==> src/rtl/ita_pkg.sv <==
package ita_pkg;

    localparam int VALUE_W    = 32;
    localparam int CMD_W      = 2;
    localparam int DIGIT_W    = 4;
    localparam int CHAR_W     = 8;
    localparam int MAX_DIGITS = 10;
    localparam int DEPTH_W    = $clog2(MAX_DIGITS + 1);

    // limits on digit count per radix
    localparam logic [DEPTH_W-1:0] DEC_DIGITS = DEPTH_W'(10);
    localparam logic [DEPTH_W-1:0] HEX_DIGITS = DEPTH_W'(8);

    // reciprocal of ten: q = (x * RECIP_10) >> RECIP_SHIFT is exact for 32-bit x
    localparam logic [VALUE_W-1:0] RECIP_10    = 32'hCCCC_CCCD;
    localparam int                 RECIP_SHIFT = 35;

    // format commands
    localparam logic [CMD_W-1:0] CMD_DEC    = 2'd0;
    localparam logic [CMD_W-1:0] CMD_HEX_LO = 2'd1;
    localparam logic [CMD_W-1:0] CMD_HEX_UP = 2'd2;
    localparam logic [CMD_W-1:0] CMD_PTR    = 2'd3;

    localparam logic [CHAR_W-1:0] CHR_ZERO    = 8'h30;
    localparam logic [CHAR_W-1:0] CHR_X       = 8'h78;
    localparam logic [CHAR_W-1:0] CHR_A_LOWER = 8'h61;
    localparam logic [CHAR_W-1:0] CHR_A_UPPER = 8'h41;

    typedef enum logic [2:0] {
        ST_IDLE,
        ST_MUL,
        ST_SPLIT,
        ST_PFX0,
        ST_PFXX,
        ST_EMIT
    } state_t;

    // stack control from the sequencer
    typedef struct packed {
        logic push;
        logic pop;
    } stack_ctrl_t;

    // digit value to its ascii code
    function automatic logic [CHAR_W-1:0] digit_to_ascii(
        input logic [DIGIT_W-1:0] d,
        input logic               upper
    );
        logic [CHAR_W-1:0] base;
        base = upper ? CHR_A_UPPER : CHR_A_LOWER;
        if (d < DIGIT_W'(10))
            return CHR_ZERO + CHAR_W'(d);
        else
            return base + CHAR_W'(d) - CHAR_W'(10);
    endfunction

endpackage

==> src/rtl/ita_digit_unit.sv <==
module ita_digit_unit
    import ita_pkg::*;
(
    input  logic               clk,
    input  logic               mul_en,
    input  logic               is_dec,
    input  logic [VALUE_W-1:0] x,
    output logic [VALUE_W-1:0] quotient,
    output logic [DIGIT_W-1:0] digit
);

    logic [2*VALUE_W-1:0] prod_reg;
    logic [VALUE_W-1:0]   q_dec;
    logic [VALUE_W-1:0]   r_dec;

    // reciprocal multiply, registered before the split
    always_ff @(posedge clk)
    begin
        if (mul_en)
        begin
            prod_reg <= {{VALUE_W{1'b0}}, x} * {{VALUE_W{1'b0}}, RECIP_10};
        end
    end

    // quotient and remainder; remainder is x - 8q - 2q
    assign q_dec = VALUE_W'(prod_reg[2*VALUE_W-1:RECIP_SHIFT]);
    assign r_dec = x - (q_dec << 3) - (q_dec << 1);

    assign quotient = is_dec ? q_dec : (x >> DIGIT_W);
    assign digit    = is_dec ? r_dec[DIGIT_W-1:0] : x[DIGIT_W-1:0];

endmodule

==> src/rtl/ita_digit_stack.sv <==
module ita_digit_stack
    import ita_pkg::*;
(
    input  logic               clk,
    input  logic               rst_n,
    input  stack_ctrl_t        ctrl,
    input  logic [DIGIT_W-1:0] push_digit,
    output logic [DIGIT_W-1:0] top_digit,
    output logic [DEPTH_W-1:0] depth
);

    logic [DIGIT_W-1:0] stack_reg [MAX_DIGITS];
    logic [DEPTH_W-1:0] depth_reg;
    logic [DEPTH_W-1:0] depth_next;

    // entries shift up on push, down on pop
    always_ff @(posedge clk)
    begin
        if (ctrl.push)
        begin
            for (int i = MAX_DIGITS - 1; i > 0; i--)
                stack_reg[i] <= stack_reg[i-1];
            stack_reg[0] <= push_digit;
        end
        else if (ctrl.pop)
        begin
            for (int i = 0; i < MAX_DIGITS - 1; i++)
                stack_reg[i] <= stack_reg[i+1];
        end
    end

    // fill level
    always_comb
    begin
        depth_next = depth_reg;
        if (ctrl.push)
            depth_next = depth_reg + DEPTH_W'(1);
        else if (ctrl.pop)
            depth_next = depth_reg - DEPTH_W'(1);
    end

    always_ff @(posedge clk or negedge rst_n)
    begin
        if (!rst_n)
            depth_reg <= '0;
        else
            depth_reg <= depth_next;
    end

    assign top_digit = stack_reg[0];
    assign depth     = depth_reg;

endmodule

==> src/rtl/integer_to_ascii_formatter_core.sv <==
// channel | signals                            | direction
// --------+------------------------------------+----------
// in      | in_valid, in_ready, value, command | to core
// out     | out_valid, out_ready, character,   | from core
//         | last                               |
//
// a number is accepted in the idle state; each digit then passes through the
// shared divide unit (multiply, then split), and each character goes out
// through the output register (one per digit, plus two for the 0x prefix)
// in_ready is high only when the sequencer is idle; a stalled out beat holds
// the sequencer in its emit states
// rst_n clears the sequencer, the digit count and the output valid
module integer_to_ascii_formatter_core
    import ita_pkg::*;
(
    input  logic               clk,
    input  logic               rst_n,
    input  logic               in_valid,
    output logic               in_ready,
    input  logic [VALUE_W-1:0] value,
    input  logic [CMD_W-1:0]   command,
    output logic               out_valid,
    input  logic               out_ready,
    output logic [CHAR_W-1:0]  character,
    output logic               last
);

    state_t             state_reg;
    state_t             state_next;
    logic [VALUE_W-1:0] num_reg;
    logic [CMD_W-1:0]   cmd_reg;
    logic               out_valid_reg;
    logic [CHAR_W-1:0]  character_reg;
    logic               last_reg;

    logic [VALUE_W-1:0] quotient;
    logic [DIGIT_W-1:0] digit;
    logic [DIGIT_W-1:0] top_digit;
    logic [DEPTH_W-1:0] depth;
    logic [DEPTH_W-1:0] limit;
    stack_ctrl_t        stack_ctrl;
    logic               mul_en;
    logic               is_dec;
    logic               conv_done;
    logic               out_free;
    logic               load_out;
    logic [CHAR_W-1:0]  load_char;
    logic               load_last;

    assign is_dec    = (cmd_reg == CMD_DEC);
    assign limit     = is_dec ? DEC_DIGITS : HEX_DIGITS;
    assign conv_done = (quotient == '0) || (depth + DEPTH_W'(1) == limit);
    assign out_free  = !out_valid_reg || out_ready;

    // shared divide unit
    ita_digit_unit u_digit_unit (
        .clk      (clk),
        .mul_en   (mul_en),
        .is_dec   (is_dec),
        .x        (num_reg),
        .quotient (quotient),
        .digit    (digit)
    );

    // digit stack reverses digit order
    ita_digit_stack u_digit_stack (
        .clk        (clk),
        .rst_n      (rst_n),
        .ctrl       (stack_ctrl),
        .push_digit (digit),
        .top_digit  (top_digit),
        .depth      (depth)
    );

    // next state
    always_comb
    begin
        state_next = state_reg;
        unique case (state_reg)
            ST_IDLE:
                if (in_valid)
                    state_next = ST_MUL;
            ST_MUL:
                state_next = ST_SPLIT;
            ST_SPLIT:
                if (conv_done)
                    state_next = (cmd_reg == CMD_PTR) ? ST_PFX0 : ST_EMIT;
                else
                    state_next = ST_MUL;
            ST_PFX0:
                if (out_free)
                    state_next = ST_PFXX;
            ST_PFXX:
                if (out_free)
                    state_next = ST_EMIT;
            ST_EMIT:
                if (out_free && depth == DEPTH_W'(1))
                    state_next = ST_IDLE;
            default:
                state_next = ST_IDLE;
        endcase
    end

    // sequencer outputs
    always_comb
    begin
        in_ready        = 1'b0;
        mul_en          = 1'b0;
        stack_ctrl.push = 1'b0;
        stack_ctrl.pop  = 1'b0;
        load_out        = 1'b0;
        load_char       = CHR_ZERO;
        load_last       = 1'b0;
        unique case (state_reg)
            ST_IDLE:
                in_ready = 1'b1;
            ST_MUL:
                mul_en = 1'b1;
            ST_SPLIT:
                stack_ctrl.push = 1'b1;
            ST_PFX0:
            begin
                load_out  = out_free;
                load_char = CHR_ZERO;
            end
            ST_PFXX:
            begin
                load_out  = out_free;
                load_char = CHR_X;
            end
            ST_EMIT:
            begin
                load_out       = out_free;
                stack_ctrl.pop = out_free;
                load_char      = digit_to_ascii(top_digit, cmd_reg == CMD_HEX_UP);
                load_last      = (depth == DEPTH_W'(1));
            end
            default:
                in_ready = 1'b0;
        endcase
    end

    always_ff @(posedge clk or negedge rst_n)
    begin
        if (!rst_n)
            state_reg <= ST_IDLE;
        else
            state_reg <= state_next;
    end

    // working value and command
    always_ff @(posedge clk)
    begin
        if (in_valid && in_ready)
        begin
            num_reg <= value;
            cmd_reg <= command;
        end
        else if (stack_ctrl.push)
        begin
            num_reg <= quotient;
        end
    end

    // output register
    always_ff @(posedge clk or negedge rst_n)
    begin
        if (!rst_n)
            out_valid_reg <= 1'b0;
        else if (load_out)
            out_valid_reg <= 1'b1;
        else if (out_ready)
            out_valid_reg <= 1'b0;
    end

    always_ff @(posedge clk)
    begin
        if (load_out)
        begin
            character_reg <= load_char;
            last_reg      <= load_last;
        end
    end

    assign out_valid = out_valid_reg;
    assign character = character_reg;
    assign last      = last_reg;

endmodule

==> config.mk <==
export PLATFORM = sky130hd
export DESIGN_NAME = integer_to_ascii_formatter_core
export DESIGN_NICKNAME = d
export VERILOG_FILES = /design/src/rtl/ita_pkg.sv /design/src/rtl/ita_digit_unit.sv /design/src/rtl/ita_digit_stack.sv /design/src/rtl/integer_to_ascii_formatter_core.sv
export SDC_FILE = /design/constraint.sdc
export NUM_CORES = 1
export LEC_CHECK = 0
export ABC_CLOCK_PERIOD_IN_PS = 17250
export BUFFER_PORTS_ARGS = -buffer_cell sky130_fd_sc_hd__buf_2
export CELL_PAD_IN_SITES_DETAIL_PLACEMENT = 2
export CELL_PAD_IN_SITES_GLOBAL_PLACEMENT = 2
export CORE_ASPECT_RATIO = 0.75
export CORE_MARGIN = 8
export CORE_UTILIZATION = 47
export CTS_CLUSTER_SIZE = 20
export DETAILED_ROUTE_END_ITERATION = 16
export GPL_ROUTABILITY_DRIVEN = 0
export PLACE_DENSITY_LB_ADDON = 0.1
export SYNTH_ARGS = -nofsm -noshare
export SYNTH_HDL_FRONTEND = slang
export SYNTH_SLANG_ARGS = --single-unit
==> constraint.sdc <==
create_clock -name clk -period 17.25 [get_ports clk]
set_input_delay 2.5875 -clock clk [delete_from_list [all_inputs] [get_ports clk]]
set_output_delay 2.5875 -clock clk [all_outputs]
set_load 0.005 [all_outputs]
==> results of run 1 <==
==> stage by stage <==
step	area (um2)	setup slack [ns]	hold slack [ns]	util	std cells
finish	23500	8.24	0.464	0.510	2830
global route	23500	8.09	0.479	0.510	2830
CTS	23500	8.25	0.466	0.510	2830
detailed placement	22900	8.34	0.446	0.498	2798
global placement	22900	8.71	0.431	0.498	2798
floorplan	22000	10.44	0.426	-	2146
==> cells in the mapped netlist (10+ instances only) <==
library cell  instances  area (um2)
inv_1               551        2070
nor2_1               43         161
a21oi_1              82         410
a211oi_1             10        75.1
clkbuf_1             35         131
nand4_1              21         131
nor2b_1              11        68.8
o21ai_0              69         345
a21o_1               37         278
xor2_1               48         420
mux2i_1              28         280
xnor2_1              37         324
nor3_1               13        65.1
edfxtp_1            111        3330
nand3_1              15        75.1
nand2_1             183         687
fa_1                386        7730
nor4_1               15        93.8
and2_1               13        81.3
ha_1                355        4440
==> layout make-up <==
| cell class | instances | area (um2) | area share |
|---|---|---|---|
| flip-flops and latches | 119 | 3530 | 0.150 |
| clock buffers | 17 | 425 | 0.0181 |
| well taps | 630 | 788 | 0.0335 |
| multi-input cells | 1440 | 16200 | 0.691 |
| clock inverters | 15 | 144 | 0.00612 |
| inverters | 551 | 2070 | 0.0879 |
| repair buffers | 58 | 318 | 0.0135 |
==> layer usage <==
layer	global-route usage	wire length, um	vias to the layer above
met5	0	36	-
met4	0.0864	2050	6
met3	0.0681	7380	154
met2	0.526	39600	648
met1	0.434	36100	8638
li1	-	-	6898
==> worst paths after layout <==
path | to | slack (ns)
setup / recovery | u_digit_unit.prod_reg[49] | 8.24
hold / removal | u_digit_stack.stack_reg[9][1] | 0.46
setup reg to reg | u_digit_unit.prod_reg[49] | 8.24
hold reg to reg | u_digit_stack.stack_reg[9][1] | 0.46
max in group asynchronous | u_digit_stack.depth[0] | 15.06
min in group asynchronous | state_reg[1] | 1.99
==> worst max-delay path, delay by kind of cell (launching register included) <==
kind,cells,cell delay (ns)
adder cells (fa/ha/maj),9,4.97
XOR/XNOR,1,0.14
flip-flops,1,0.67
AO/OA/AOI/OAI,4,1.26
AND/OR/NAND/NOR,4,1.08
buffers and inverters,6,0.60
==> logic make-up (layout without fill, tap and decap cells) <==
group,after synthesis,in the layout,share of synthesized area
flops,119,119,0.161
compound gates,245,245,0.0679
fa+ha+maj,741,741,0.554
buf+inv,587,641,0.100
xor+xnor,85,85,0.0339
mux,28,28,0.0128
simple gates,340,340,0.0703
other cells,1,1,0.000171
==> summary.md, run 1 <==
| Metric | Value |
|---|---|
| MaxCap Viol Count | 0 |
| Vias in the first global route | 19500 |
| Synthesized area | 22000 um2 |
| Chip height | 203 um |
| Setup CP Type | flip-flop to flip-flop |
| Die Width | 266 um |
| Unique masters post-synth | 57 |
| Commonest cells after routing, fill and taps aside | inv_1 (551), fa_1 (386), ha_1 (355) |
| Final hold vios | 0 |
| CTS HTree Levels | 4 |
| Most common cell after layout, fill and taps aside | inv_1 |
| RSZ-0062 raised after global routing | no |
| Initial antenna violation count | 3 |
| Post-synth ARST share | 0.0672 |
| Post-CTS Setup Inserts | 0 |
| Data arrival time of the critical path | 9.19 ns |
| Fraction of layout cells with a size suffix above 1 | 0.0464 |
| Post-Syn Instances | 2146 |
| Via count | 16300 |
| Crit. End Element | flip-flop |
| Average cell area after synthesis | 10.2 um2 |
| Routed wire per std cell | 30.1 um |
| TNS Setup | 0 ns |
| Final ANT Viol Nets | 0 |
| Clock Tree Buf Depth | 2 |
| Worst endpoint required time | 17.42 ns |
| # IOs | 49 |
| DP HPWL | 73.5 mm |
| Slew headroom | 0.391 |
| Largest net degree at the start of global routing | 61 |
| Ys flop type | edfxtp_1 |
| Total Wirelength | 85.1 mm |
| DRC Markers | 0 |
| Post-route clock skew | 0.0135 ns |
| Cell repeated most along the worst path | fa_1 |
| CTS root buffer | clkbuf_16 |
| Max reg flops | 40 |
| HP Class | flip-flop to flip-flop |
| Final period util | 0.522 |
| TritonCTS clock tree | done |
| Clock period minus worst slack | 9.01 ns |
| Row count | 68 |
| Clk sinks | 119 |
| Number of synthesized flops with an enable pin | 111 |
| Synth warn | 0 |
| Clock-pin transition on the worst setup and hold timing paths | 0.07 ns |
| Hold path cells | 0 |
| Max-slew violation count | 0 |
| Total GRT Usage | 0.322 |
| Achievable Freq | 111 MHz |
| Worst reg2reg path depth | 24 |
| # fillers | 4804 |
| Nets@finish | 2966 |
| Worst Path Max Fanout | 7 |
| PortBufs | 47 |
| Drt pass-1 iters | 5 |
| Starting Density | 0.477 |
| Core Box Area | 46100 um2 |
| CTS resizes | 0 |
| Die ar. | 54000 um2 |
| Register area share after synthesis | 0.161 |
| Layout Area Growth over Synthesis | 7.02% |
| Worst-margin pin slew | 0.907 ns |
| Setup crit start kind | flip-flop |
| Mapped Nets | 2925 |
| Number of hold buffers added after CTS | 0 |
| Worst-Skew Late Latency | 0.44 ns |
| Setup violations, final | 0 |
| Overflow after GRT | 0 |
| Global-route wire length before repair | 128 mm |
| Vias/cell | 5.78 |
| Max incr delay on CP | 0.71 ns |
| Crit Reg-Reg Startpoint | num_reg[20] |
| TritonCTS buffer count | 17 |
| Crit-path cells | ha_1 > inv_1 > fa_1 > inv_1 > fa_1 > inv_1 > fa_1 > inv_1 > fa_1 > fa_1 > fa_1 > inv_1 > fa_1 > inv_1 > ha_1 > and3_1 > nand3_1 > or3_1 > nor3_1 > o221ai_1 > a21oi_2 > a31o_2 > a21oi_1 > xnor2_1 |
| Register bit total from synthesis | 119 |
| Hold Startpoint | u_digit_stack.stack_reg[8][1] |
| Initial DRC count | 1298 |
| Critical path's slowest cell | ha_1 |
| ANT cells | 0 |
| Status | complete, no violations |
| Crit path from | num_reg[20] |
Power of run 1 is not shown: default switching activity piles up to over one toggle a cycle in this logic, so the estimate is an artifact.
==> run 2, diff against run 1 <==
- ABC_CLOCK_PERIOD_IN_PS: 17250 -> 8900
- CORE_UTILIZATION: 47 -> 44
- clock period: 17.25 -> 8.9 ns (I/O delays scaled with it)
==> run 2 against run 1 <==
  * Sequential cell count is the same
  * Utilization shrank 3.3 points
  * Register-to-register slack lost 8.1 ns
  * Fmax grew 2.9%
  * Critical path depth is the same
  * First-iteration DRC count shrank 27%
  * Via count shrank 1.8%
  * Global-route usage shrank 3.2 points
==> summary.md, run 2 (synthesized netlist as in run 1, its figures left out) <==
| Metric | Value |
|---|---|
| Starting Density | 0.442 (-0.0348) |
| Final hold vios | 0 (unchanged) |
| Slew headroom | 0.225 (-0.166) |
| Clock Tree Buf Depth | 2 (unchanged) |
| Initial DRC count | 943 (-27%) |
| Layout Area Growth over Synthesis | 7.93% |
| DP HPWL | 72.1 mm (-1.8%) |
| Status | complete, no violations |
| Worst-margin pin slew | 1.16 ns (+0.253 ns) |
| PortBufs | 47 (unchanged) |
| Worst reg2reg path depth | 24 (unchanged) |
| Core Box Area | 49700 um2 (+7.9%) |
| Chip height | 210 um (+3.1%) |
| RSZ-0062 raised after global routing | no |
| Worst Path Max Fanout | 7 (unchanged) |
| Max-slew violation count | 0 (unchanged) |
| Final period util | 0.984 (+0.461) |
| Commonest cells after routing, fill and taps aside | inv_1 (551), fa_1 (386), ha_1 (352) |
| Critical path's slowest cell | edfxtp_1 |
| Routed wire per std cell | 28.3 um (-5.8%) |
| Vias in the first global route | 18800 (-3.4%) |
| TritonCTS buffer count | 17 (unchanged) |
| TritonCTS clock tree | done |
| Initial antenna violation count | 4 (+1) |
| TNS Setup | 0 ns (unchanged) |
| Hold Startpoint | u_digit_stack.stack_reg[8][3] |
| Clock period minus worst slack | 8.75 ns (-0.257 ns) |
| Hold path cells | 0 (unchanged) |
| Crit-path cells | ha_1 > inv_1 > fa_1 > inv_1 > fa_1 > inv_1 > fa_1 > inv_1 > fa_1 > fa_1 > fa_1 > inv_1 > fa_1 > inv_1 > ha_1 > and4_1 > nand3_1 > or3_1 > nor3_1 > o221ai_1 > a21oi_2 > a31o_2 > a21oi_1 > xnor2_1 |
| Achievable Freq | 114 MHz (+2.9%) |
| Most common cell after layout, fill and taps aside | inv_1 |
| Drt pass-1 iters | 7 (+2) |
| Clk sinks | 119 (unchanged) |
| Total GRT Usage | 0.290 (-0.0321) |
| Largest net degree at the start of global routing | 62 (+1.6%) |
| Crit Reg-Reg Startpoint | num_reg[18] |
| DRC Markers | 0 (unchanged) |
| Setup violations, final | 0 (unchanged) |
| Max reg flops | 40 (unchanged) |
| HP Class | flip-flop to flip-flop |
| Row count | 71 (+4.4%) |
| Data arrival time of the critical path | 8.92 ns (-0.27 ns) |
| Crit. End Element | flip-flop |
| Die Width | 274 um (+3.2%) |
| Cell repeated most along the worst path | fa_1 |
| CTS HTree Levels | 4 (unchanged) |
| MaxCap Viol Count | 0 (unchanged) |
| Die ar. | 57400 um2 (+6.3%) |
| Vias/cell | 5.58 (-3.3%) |
| Final ANT Viol Nets | 0 (unchanged) |
| R2r setup slk | 0.15 ns (-8.09 ns) |
| Nets@finish | 2982 (+0.54%) |
| Area of the multi-input gates | 16200 um2 (about the same) |
| Hold endpoint | u_digit_stack.stack_reg[9][3] |
| Post-route clock skew | 0.0236 ns (+0.0101 ns) |
| CTS root buffer | clkbuf_16 |
| Via count | 16100 (-1.8%) |
| Setup crit start kind | flip-flop |
| # fillers | 5154 (+7.3%) |
| Fraction of layout cells with a size suffix above 1 | 0.0542 (+0.00779) |
| Total Wirelength | 81.5 mm (-4.3%) |
| Overflow after GRT | 0 (unchanged) |
| Setup CP Type | flip-flop to flip-flop |
| R2R Path End | u_digit_unit.prod_reg[49] |
| Worst endpoint required time | 9.06 ns (-8.36 ns) |
| Clock-pin transition on the worst setup and hold timing paths | 0.06 ns (about the same) |
| Global-route wire length before repair | 123 mm (-4.0%) |
| Worst-Skew Late Latency | 0.44 ns (about the same) |
| Max incr delay on CP | 0.75 ns (+0.04 ns) |
| # IOs | 49 (unchanged) |
| Register area | 3530 um2 (unchanged) |
| Hold Slack | 0.463 ns (-0.000504 ns) |
run 2: worst max path at each step:
stage | from | to | slack (ns) | cells after the start
after global placement | num_reg[18] | u_digit_unit.prod_reg[49] | 0.30 | 24
after CTS | num_reg[20] | u_digit_unit.prod_reg[49] | 0.15 | 24
final | num_reg[18] | u_digit_unit.prod_reg[49] | 0.15 | 24
after floorplan | num_reg[19] | u_digit_unit.prod_reg[57] | 2.09 | 23
after global routing | num_reg[18] | u_digit_unit.prod_reg[49] | 0.003 | 24
after detailed placement | num_reg[20] | u_digit_unit.prod_reg[49] | 0.17 | 24
run 2: critical path, delay by kind of cell, from the launching register on:
family	cells	cell delay (ns)
simple gates	4	1.24
flops	1	0.75
fa+ha+maj	9	4.57
compound gates	4	1.20
buf+inv	6	0.57
xor+xnor	1	0.15
run 2: layer usage:
metal	global-route usage	share of wire	vias to the layer above
met2	0.440	0.44	508
met1	0.417	0.46	8510
li1	-	-	6928
met4	0.0612	0.017	4
met5	0	0.00036	-
met3	0.0728	0.086	102
run 2: timing repair:
item	in CTS	in global routing
hold buffers	0	0
gates resized for setup	0	3
buffers inserted	0	3
setup endpoints to repair	0	1
run 2: area by class of cell:
| cell class | count | share of cell area |
|---|---|---|
| antenna | 2 | 0.000211 |
| clock buffer | 18 | 0.0181 |
| clock inverter | 14 | 0.00733 |
| inverter | 551 | 0.0872 |
| multi-input combinational | 1440 | 0.685 |
| sequential | 119 | 0.149 |
| tap | 657 | 0.0347 |
| timing repair buffer | 74 | 0.0185 |
run 2: metrics by stage:
| stage | instance area [um2] | util | setup slack, ns | instances |
|---|---|---|---|---|
| finish | 23700 | 0.477 | 0.145 | 2875 |
| global route | 23700 | 0.477 | 0.00295 | 2873 |
| CTS | 23700 | 0.476 | 0.152 | 2870 |
| detailed placement | 23100 | 0.464 | 0.170 | 2838 |
| global placement | 23100 | 0.464 | 0.297 | 2838 |
| floorplan | 22000 | - | 2.09 | 2146 |
Power of run 2 is left out for the same reason.
==> run 3, diff against run 2 <==
--- a/config.mk
+++ b/config.mk
@@ -16,4 +16,5 @@
 export DETAILED_ROUTE_END_ITERATION = 16
 export GPL_ROUTABILITY_DRIVEN = 0
+export HOLD_SLACK_MARGIN = 0.15
 export PLACE_DENSITY_LB_ADDON = 0.1
 export SYNTH_ARGS = -nofsm -noshare
==> constraint.sdc (replaced) <==
create_clock -name clk -period 8.9 [get_ports clk]
set_input_delay 0.445 -clock clk [delete_from_list [all_inputs] [get_ports clk]]
set_output_delay 0.445 -clock clk [all_outputs]
set_load 0.005 [all_outputs]
==> run 3 against run 2 <==
  * First-iteration DRC count rose by 12%
  * Critical path depth fell by 2
  * Clock skew fell by 0.0059 ns
  * Global-route usage rose by 0.12 points
  * Non-clock buffer count rose by 7
  * Critical path type unchanged
==> summary.md, run 3 (synthesized netlist as in run 1, its figures left out) <==
| Metric | Value |
|---|---|
| Clock period minus worst slack | 8.55 ns (-0.206 ns) |
| Final ANT Viol Nets | 0 (unchanged) |
| Nets@finish | 2989 (+0.23%) |
| RSZ-0062 raised after global routing | no |
| Max-slew violation count | 0 (unchanged) |
| Core Box Area | 49700 um2 (unchanged) |
| Vias in the first global route | 18800 (+0.15%) |
| Worst-margin pin slew | 1.03 ns (-0.130 ns) |
| CTS HTree Levels | 4 (unchanged) |
| Hold path cells | 1 (+1) |
| Worst endpoint required time | 9.07 ns (about the same) |
| Initial antenna violation count | 5 (+1) |
| Die Width | 274 um (unchanged) |
| Placed cell count | 2839 (+0.035%) |
| Cell Count, Final, Fillers Out | 2881 (+0.21%) |
| Most common cell after layout, fill and taps aside | inv_1 |
| Worst Path Max Fanout | 7 (unchanged) |
| TritonCTS buffer count | 17 (unchanged) |
| Starting Density | 0.442 (unchanged) |
| Initial DRC count | 1059 (+12%) |
| Setup WS pre-CTS | 0.134 ns (-0.0354 ns) |
| DRC Markers | 0 (unchanged) |
| Final hold vios | 0 (unchanged) |
| TritonCTS clock tree | done |
| Setup crit start kind | flip-flop |
| HP Class | input pin to flip-flop |
| Row count | 71 (unchanged) |
| Worst reg2reg path depth | 22 (-8.3%) |
| Hold Startpoint | command[0] |
| R2R Path End | u_digit_unit.prod_reg[49] |
| Die ar. | 57400 um2 (unchanged) |
| Slew headroom | 0.306 (+0.0811) |
| CTS root buffer | clkbuf_16 |
| Layout Area Growth over Synthesis | 8.23% |
| Crit Reg-Reg Startpoint | num_reg[11] |
| Final Cell Area | 23800 um2 (+0.27%) |
| Vias/cell | 5.55 (-0.56%) |
| Status | complete, no violations |
| Commonest cells after routing, fill and taps aside | inv_1 (551), fa_1 (386), ha_1 (352) |
| Max reg flops | 40 (unchanged) |
| DP HPWL | 72.4 mm (+0.29%) |
| Setup violations, final | 0 (unchanged) |
| R2r setup slk | 0.35 ns (+0.21 ns) |
| Overflow after GRT | 0 (unchanged) |
| Clock Tree Buf Depth | 2 (unchanged) |
| Total GRT Usage | 0.291 (+0.00116) |
| Total Wirelength | 81.8 mm (+0.40%) |
| PortBufs | 47 (unchanged) |
| TNS Setup | 0 ns (unchanged) |
| Hold endpoint | cmd_reg[0] |
| Global-route wire length before repair | 122 mm (-0.49%) |
| Data arrival time of the critical path | 8.72 ns (-0.20 ns) |
| Setup slack after layout | 0.351 ns (+0.206 ns) |
| Crit. End Element | flip-flop |
| Worst-Skew Late Latency | 0.44 ns (about the same) |
| Post-route clock skew | 0.0176 ns (-0.00593 ns) |
| Via count | 16000 (-0.36%) |
| Largest net degree at the start of global routing | 62 (unchanged) |
| Achievable Freq | 117 MHz (+2.4%) |
| Routed wire per std cell | 28.4 um (+0.19%) |
| MaxCap Viol Count | 0 (unchanged) |
| Setup CP Type | flip-flop to flip-flop |
| Final period util | 0.961 (-0.0231) |
| Clock-pin transition on the worst setup and hold timing paths | 0.06 ns (about the same) |
| Placed Area | 23100 um2 (about the same) |
| # IOs | 49 (unchanged) |
| Clk sinks | 119 (unchanged) |
| Drt pass-1 iters | 5 (-2) |
| Chip height | 210 um (unchanged) |
| Fraction of layout cells with a size suffix above 1 | 0.0571 (+0.00298) |
[run 3: changes by cell type in the layout (fill, tap and decap cells not counted)]
cell,previous run,this run
buf_4,27,33
clkbuf_8,0,2
inv_6,3,1
clkbuf_1,1,2
clkinv_1,1,0
clkinv_2,1,2
clkinv_4,3,2
diode_2,2,1
dlygate4sd3_1,0,1
o221ai_1,3,2
o221ai_2,1,2
[run 3: worst max-delay path, stage by stage (launching register included)]
cell,delay (ns)
edfxtp_1,0.80
ha_1,0.57
inv_1,0.19
fa_1,0.55
inv_1,0.07
fa_1,0.51
inv_1,0.06
fa_1,0.50
inv_1,0.05
fa_1,0.62
fa_1,0.48
fa_1,0.57
fa_1,0.46
ha_1,0.36
and4_1,0.31
nand3_1,0.14
or3_1,0.41
nor3_1,0.44
o221ai_2,0.30
a21oi_2,0.39
a31o_2,0.23
a21oi_1,0.09
xnor2_1,0.16
[run 3: how the worst max path moves through the flow]
stage | start | to | slack [ns]
global route | num_reg[11] | u_digit_unit.prod_reg[63] | 0.14
detailed placement | num_reg[20] | u_digit_unit.prod_reg[49] | 0.13
CTS | num_reg[20] | u_digit_unit.prod_reg[49] | 0.10
floorplan | num_reg[19] | u_digit_unit.prod_reg[57] | 2.09
finish | num_reg[11] | u_digit_unit.prod_reg[49] | 0.35
global placement | num_reg[18] | u_digit_unit.prod_reg[49] | 0.29
[run 3: final cells by class]
class                           instances  area [um2]
Fill cell                            5179       26000
Clock buffer                           21         460
Clock inverter                         11         149
Multi-Input combinational cell       1440       16300
Sequential cell                       119        3530
Antenna cell                            1        2.50
Inverter                              551        2070
Tap cell                              657         822
Timing Repair Buffer                   81         493
[run 3: repair_timing]
item,CTS,global route
resized for setup,0,4
setup buffers,0,8
setup endpoints to repair,0,4
hold buffers,1,0
endpoints found under the hold margin,8,0
[run 3: routing by layer]
metal  vias to the layer above  wire, um  global-route usage
met1                      8364     36600               0.400
met5                         -        46                   0
met2                       561     35200               0.432
met3                       122      7880               0.100
met4                         8      2010              0.0853
li1                       6940         -                   -
[run 3: through the flow]
step	utilization	hold slack, ns
2_1_floorplan	-	0.149
3_3_place_gp	0.464	0.310
3_5_place_dp	0.464	0.304
4_1_cts	0.477	0.175
5_1_grt	0.478	0.183
6_report	0.478	0.197
Power of run 3 is left out for the same reason.
